**config.mk**
```make
export PLATFORM = sky130hd
export DESIGN_NAME = sts_cell
export DESIGN_NICKNAME = d
export VERILOG_FILES = /design/src/hdl/sts_pkg.sv /design/src/hdl/sts_cell.sv
export SDC_FILE = /design/constraint.sdc
export NUM_CORES = 1
export LEC_CHECK = 0
export ABC_CLOCK_PERIOD_IN_PS = 3200
export BUFFER_PORTS_ARGS = -buffer_cell sky130_fd_sc_hd__buf_2
export CAP_MARGIN = 0
export CORE_MARGIN = 2
export CORE_UTILIZATION = 47
export DETAILED_ROUTE_END_ITERATION = 12
export HOLD_SLACK_MARGIN = 0.02
export PLACE_DENSITY = 0.91
export SYNTH_ARGS = -nofsm -noshare
export SYNTH_HDL_FRONTEND = slang
export SYNTH_SLANG_ARGS = --single-unit
```
**constraint.sdc**
```tcl
create_clock -name clk -period 3.2 [get_ports clk]
set_input_delay 0.16 -clock clk [delete_from_list [all_inputs] [get_ports clk]]
set_output_delay 0.16 -clock clk [all_outputs]
set_load 0.03 [all_outputs]
```
**src/hdl/sts_pkg.sv**
```systemverilog
// Shared types and constants for the sorted tag set.
// Used by sts_cell and sorted_tag_set_core; depends on nothing else.
`timescale 1ns / 1ps

package sts_pkg;

    localparam int CAPACITY_DEF = 64;
    localparam int TAG_BITS_DEF = 32;
    localparam int OP_W         = 2;
    localparam int TAG_W        = 32;
    localparam int COUNT_OUT_W  = 7;

    typedef enum logic [OP_W-1:0] {
        OP_INSERT   = 2'd0,
        OP_ERASE    = 2'd1,
        OP_CONTAINS = 2'd2
    } op_t;

    // Shift commands broadcast to every cell of the chain.
    typedef struct packed {
        logic shift_up;
        logic shift_down;
    } sts_ctl_t;

endpackage

```
**src/hdl/sts_cell.sv**
```systemverilog
// One storage cell of the sorted tag chain: holds one tag and its valid bit.
// Depends on sts_pkg for the shift command struct.
`timescale 1ns / 1ps

module sts_cell
    import sts_pkg::*;
#(
    parameter int TAG_BITS = TAG_BITS_DEF
)
(
    input  logic                clk,
    input  logic                rst_n,
    input  sts_ctl_t            ctl,
    input  logic [TAG_BITS-1:0] key,
    input  logic [TAG_BITS-1:0] left_entry,
    input  logic                left_valid,
    input  logic                left_lt,
    input  logic [TAG_BITS-1:0] right_entry,
    input  logic                right_valid,
    output logic [TAG_BITS-1:0] entry,
    output logic                valid,
    output logic                lt,
    output logic                eq
);

    logic [TAG_BITS-1:0] entry_reg;
    logic [TAG_BITS-1:0] entry_next;
    logic                valid_reg;
    logic                valid_next;

    assign lt    = valid_reg && (entry_reg < key);
    assign eq    = valid_reg && (entry_reg == key);
    assign entry = entry_reg;
    assign valid = valid_reg;

    // Cells at or above the key position move; cells below it keep their tag.
    always_comb
    begin
        entry_next = entry_reg;
        valid_next = valid_reg;
        if (ctl.shift_up && !lt)
        begin
            entry_next = left_lt ? key : left_entry;
            valid_next = left_valid;
        end
        else if (ctl.shift_down && !lt)
        begin
            entry_next = right_entry;
            valid_next = right_valid;
        end
    end

    always_ff @(posedge clk or negedge rst_n)
    begin
        if (!rst_n)
        begin
            valid_reg <= 1'b0;
        end
        else
        begin
            valid_reg <= valid_next;
        end
    end

    always_ff @(posedge clk)
    begin
        entry_reg <= entry_next;
    end

endmodule

```
### Word level (Yosys, flattened, before mapping)

Index checks and enable logic that the tools add are counted.

| word-level totals | value |
|---|---|
| register bits after elaboration | 33 |
| bits in latches | 0 |
| RAM bits | 0 |
| ROM bits | 0 |
| bits of input ports | 103 |
| output and inout bits | 35 |
| logic and storage cells | 15 |
| memories | 0 |

| operators by class | value |
|---|---|
| add/subtract/negate cells | 0 |
| multiply operators | 0 |
| divide/modulo/power cells | 0 |
| $lt $le $gt $ge | 1 |
| eq/ne operators | 1 |
| shift operators | 0 |
| mux-type cells | 5 |
| bitwise operators | 0 |
| reduce and logical (&&, ||, !) cells | 6 |

Operators by type and width:

| cell | number |
|---|---|
| 32-bit two-way mux | 3 |
| 32-bit equality test | 1 |
| 32-bit less-than comparator | 1 |
| 1-bit logical AND | 4 |
| 1-bit two-way mux | 2 |
| 2-bit nonzero test | 1 |
| 1-bit zero test | 1 |

### Logic depth before layout (Yosys ltp)

| depth | value |
|---|---|
| word-level depth | 6 |
| mapped depth | 9 |
| mapped depth without buffers | 8 |

### Worst setup path before layout

Ideal clock, no wire load.

| timing path | value |
|---|---|
| path kind | flip-flop to flip-flop |
| start | reg entry_reg[31], in the netlist entry[31] |
| end | reg entry_reg[0], in the netlist entry[0] (enable) |
| setup time | 387 ps |
| arrival | 2559 ps |
| data required time | 2813 ps |
| setup slack | 254 ps |
| cell stages (with the launch flop) | 8 |
| path buffers | 0 |
| clock period less this slack | 2946 ps |
| path through | edfxtp_1 > ha_1 > nand4_1 > nor4_2 > nand4_1 > a31oi_4 > o22ai_1 > inv_1 |

| between the ends | value |
|---|---|
| word-level cells in the longest chain between the ends | 5 |
| elaborated cells between the ends (all ways) | 6 |
| classes of those cells | 1 x order compare; 5 x reduce/logical |

Ends and longest elaborated chain:

| what | line | RTL |
|---|---|---|
| start: declaration | sts_cell.sv:26 | `logic [TAG_BITS-1:0] entry_reg;` |
| start signal: assignment | sts_cell.sv:67 | `entry_reg <= entry_next;` |
| 32-bit less-than comparator (*) | sts_cell.sv:31 | `assign lt = valid_reg && (entry_reg < key);` |
| 1-bit logical AND (*) | sts_cell.sv:31 |  |
| 1-bit zero test (*) | sts_cell.sv:41, sts_cell.sv:46 |  |
| 1-bit logical AND (on tied branches) | sts_cell.sv:41, sts_cell.sv:46 |  |
| 2-bit nonzero test (no line) (*) | - |  |

Mark *: on every way between the ends. The rest lies on a longest branch, timed or not.
A chain may end at the register's enable or synchronous reset.

### Worst setup path after layout

| timing path | value |
|---|---|
| start | reg entry_reg[31], in the netlist entry[31] |
| end | reg entry_reg[31], in the netlist entry[31] (data pin) |

| between the ends | value |
|---|---|
| word-level cells in the longest chain between the ends | 5 |

Ends and longest elaborated chain:

| what | line | RTL |
|---|---|---|
| 32-bit less-than comparator | sts_cell.sv:31 |  |
| 1-bit logical AND | sts_cell.sv:31 |  |
| 1-bit zero test | sts_cell.sv:41 | `if (ctl.shift_up && !lt)` |
| 1-bit logical AND | sts_cell.sv:41 |  |
| 32-bit two-way mux | sts_cell.sv:41 |  |
| named net entry_next[31] | sts_cell.sv:27 | `logic [TAG_BITS-1:0] entry_next;` |

The timed path passes the listed nets, and every way through them passes these cells.

==> results.py <==
metrics = {
    "clock_tree": {
        "cts_made_buffers": 5,
        "clk_latency_ps": 280,
        "cts.clk_slew.worst_paths_ps": 70,
        "htree_num_levels": 2,
        "root_buffer": "clkbuf_8",
        "cts_tree": "done",
        "cts_sinks": 33,
        "cts_setup_buffers": 0,
        "clock_path_buffers": 2,
        "cts_resized": 0,
    },
    "cells_and_area": {
        "diodes": 0,
        "syn_to_final_growth_pct": 30.6,
        "regArea_um2": 986,
        "fillers": 499,
        "drive_gt1_frac": 0.598,
        "final_cells": 443,
        "nNetsFinal": 502,
        "multi_input_area_um2": 1590,
        "largest_register_ffs": 32,
        "stdcell_area_um2": 3630,
    },
    "timing": {
        "slew_headroom": 0.490,
        "slew_viol_final": 0,
        "finalSetupViolCount": 0,
        "tightestPinTransition_ps": 766,
        "setup_tns_ps": 0,
        "fin_crit_ps": 2950,
        "grt_setup_unrepaired": "false",
        "fmax_mhz": 339,
        "hold_viol": 0,
        "min_period_over_period": 0.922,
        "fin_skew_ps": 8.94,
    },
    "place": {
        "finalWeightedCongestion": 0.735,
        "hpwl_um": 5620,
        "placed_area_um2": 3540,
        "dp.cells": 434,
        "portBuffers": 137,
    },
    "logic_synthesis": {
        "yosysUniqueCellTypes": 31,
        "synth_compound_area_frac": 0.0684,
        "synthMuxAreaShare": 0.308,
        "synth_fa_ha_area_frac": 0.144,
        "syn-num-nets": 360,
        "synth_area_leaders": "edfxtp_1 35%, mux2_4 16%, mux2_2 15%",
        "netlist_instances": 225,
        "synth_top_area_share": 0.346,
        "synth-simple-area-share": 0.0522,
        "synth_seq_cells": 33,
        "synth-seq-area-share": 0.355,
        "synth-xor-area-share": 0,
        "yosys.area.top_type": "edfxtp_1",
        "post_synth.cell_area_avg_um2": 12.4,
        "yosysWarnings": 0,
        "synth_top_family_by_area": "multiplexers",
        "netlist_area_um2": 2780,
    },
    "critical_path": {
        "crit_type": "flip-flop to flip-flop",
        "r2r_end": "entry[31]$_DFFE_PP_",
        "crit_required_ps": 3240,
        "regToRegStartpoint": "entry[31]$_DFFE_PP_",
        "crit_top_cell": "nand4_1",
        "endpoint_kind": "flip-flop",
        "crit_chain": "ha_1, nand4_1, nor4_2, nand4_1, a31oi_4, o21a_4, buf_12, mux2_2",
        "crit_family": "simple AND/OR/NAND/NOR gates",
        "crit_path_start_kind": "flip-flop",
        "startpoint": "entry[31]$_DFFE_PP_",
        "slowest_stage": "nor4_2",
        "cp_num_buf_inv": 1,
        "r2r_slack_ps": 250,
        "r2r.worst_path.cells": 8,
        "max_stage_delay_ps": 430,
        "cp.arrival_ps": 2990,
        "worstPathMaxFanout": 16,
    },
    "floorplan": {
        "rows": 28,
        "die_h_um": 80.9,
        "pin_count": 138,
        "die_area_um2": 6550,
        "start_util": 0.478,
        "fp.dieW_um": 80.9,
        "coreArea_um2": 5820,
    },
    "power": {
        "p_per_area_nw_per_um2": 602,
        "total_power_w": 0.00219,
        "peakVddDrop_mv": 0.316,
        "p_leak_nw": 1.85,
    },
    "global_routing": {
        "grt_start_max_net_pins": 33,
        "grt_pass1_wl_um": 9990,
        "antenna_found_initial": 0,
        "gr-max-usage-layer": "met2",
        "grt_pass1_vias": 2258,
        "grt_use_met1": 0.209,
        "grtUsageMet2": 0.401,
        "track_usage": 0.204,
        "use_met3": 0.0600,
        "grt-ovfl-total": 0,
    },
    "route": {
        "ant_nets": 0,
        "drtPass1Iterations": 4,
        "routed_wl_um": 6720,
        "drc": 0,
        "dr.first_iter.drc_count": 59,
        "route.detailed.wl_per_inst_um": 15.2,
        "vias": 2277,
        "via_per_inst": 5.14,
    },
    "hold_path": {
        "hold_path.class": "input port to asynchronous set/reset pin",
    },
    "flow_run": {
        "max-cap-violations": 0,
    },
    "outcome": {
        "status": "completed",
    },
}
[metrics by stage]
| step | hold WS (ps) | setup slack [ps] | util |
|---|---|---|---|
| after global placement | -60.9 | 269 | 0.609 |
| after global routing | 163 | 71.1 | 0.625 |
| after floorplan | -136 | 254 | - |
| final | 173 | 250 | 0.625 |
| after CTS | 166 | 188 | 0.625 |
| after detailed placement | -61.7 | 205 | 0.609 |
[how the worst max path moves through the flow]
stage                     endpoint  cells after the start
3_3_place_gp   entry[31]$_DFFE_PP_                      8
4_1_cts        entry[31]$_DFFE_PP_                      8
6_report       entry[31]$_DFFE_PP_                      8
3_5_place_dp   entry[31]$_DFFE_PP_                      8
2_1_floorplan   entry[0]$_DFFE_PP_                      7
5_1_grt        entry[31]$_DFFE_PP_                      8
[cell usage after synthesis]
cell type	n
a21bo_2	1
a21o_1	1
a21oi_1	12
a221o_1	1
a221oi_1	1
a221oi_2	1
a31oi_4	1
and2_0	1
and3_1	1
and4_1	1
buf_12	3
clkbuf_1	4
dfrtp_1	1
edfxtp_1	32
ha_1	32
inv_1	34
mux2_2	36
mux2_4	30
nand2_1	9
nand2b_1	1
nand3_1	2
nand4_1	6
nor2_1	3
nor2b_1	1
nor4_1	1
nor4_2	1
o211ai_1	1
o21a_4	1
o21ai_0	4
o21ai_2	1
o22ai_1	1
[layer usage]
layer | vias to the layer above | wire length (um)
li1 | 1113 | -
met4 | 0 | 88
met5 | - | 0
met1 | 1058 | 2450
met2 | 97 | 3630
met3 | 9 | 557
[layout by cell type, fill, tap and decap left out, types with 4 or more instances in the layout]
| master | instances |
|---|---|
| ha_1 | 32 |
| mux2_4 | 30 |
| buf_2 | 137 |
| a21oi_1 | 12 |
| nand2_1 | 9 |
| inv_1 | 34 |
| o21ai_0 | 4 |
| nand4_1 | 6 |
| clkbuf_8 | 5 |
| mux2_2 | 36 |
| edfxtp_1 | 32 |
[worst register-to-register path, delay by kind of cell, from the launching register on]
family                     cells  cell delay [ps]
muxes                          1              360
buffers and inverters          1              210
DFF                            1              400
adders and majority gates      1              340
and+or+nand+nor                3              880
AOI/OAI and AO/OA              2              510
[area by class of cell]
cell class	count	share of cell area
clock buffers	6	0.0200
clock inverters	2	0.00276
inverters	34	0.0351
multi-input cells	151	0.438
flip-flops and latches	33	0.271
well taps	75	0.0258
repair buffers	142	0.207
[power breakdown]
group | switching, W | internal [W] | total, W
clock network | 0.000153 | 0.000151 | 0.000304
registers | 0.0000724 | 0.000662 | 0.000735
logic | 0.000676 | 0.000474 | 0.00115
total | 0.000902 | 0.00129 | 0.00219
[timing repair]
item / CTS / global route
endpoints found under the setup margin: 0 / 0
hold buffers: 1 / 0
endpoints found under the hold margin: 1 / 0
[cell families after synthesis]
logic type,count (synthesis)
AOI/OAI and AO/OA,26
and+or+nand+nor,27
buffers and inverters,41
adders and majority gates,32
muxes,66
DFF,33
Power figures use the tool's default switching activity.
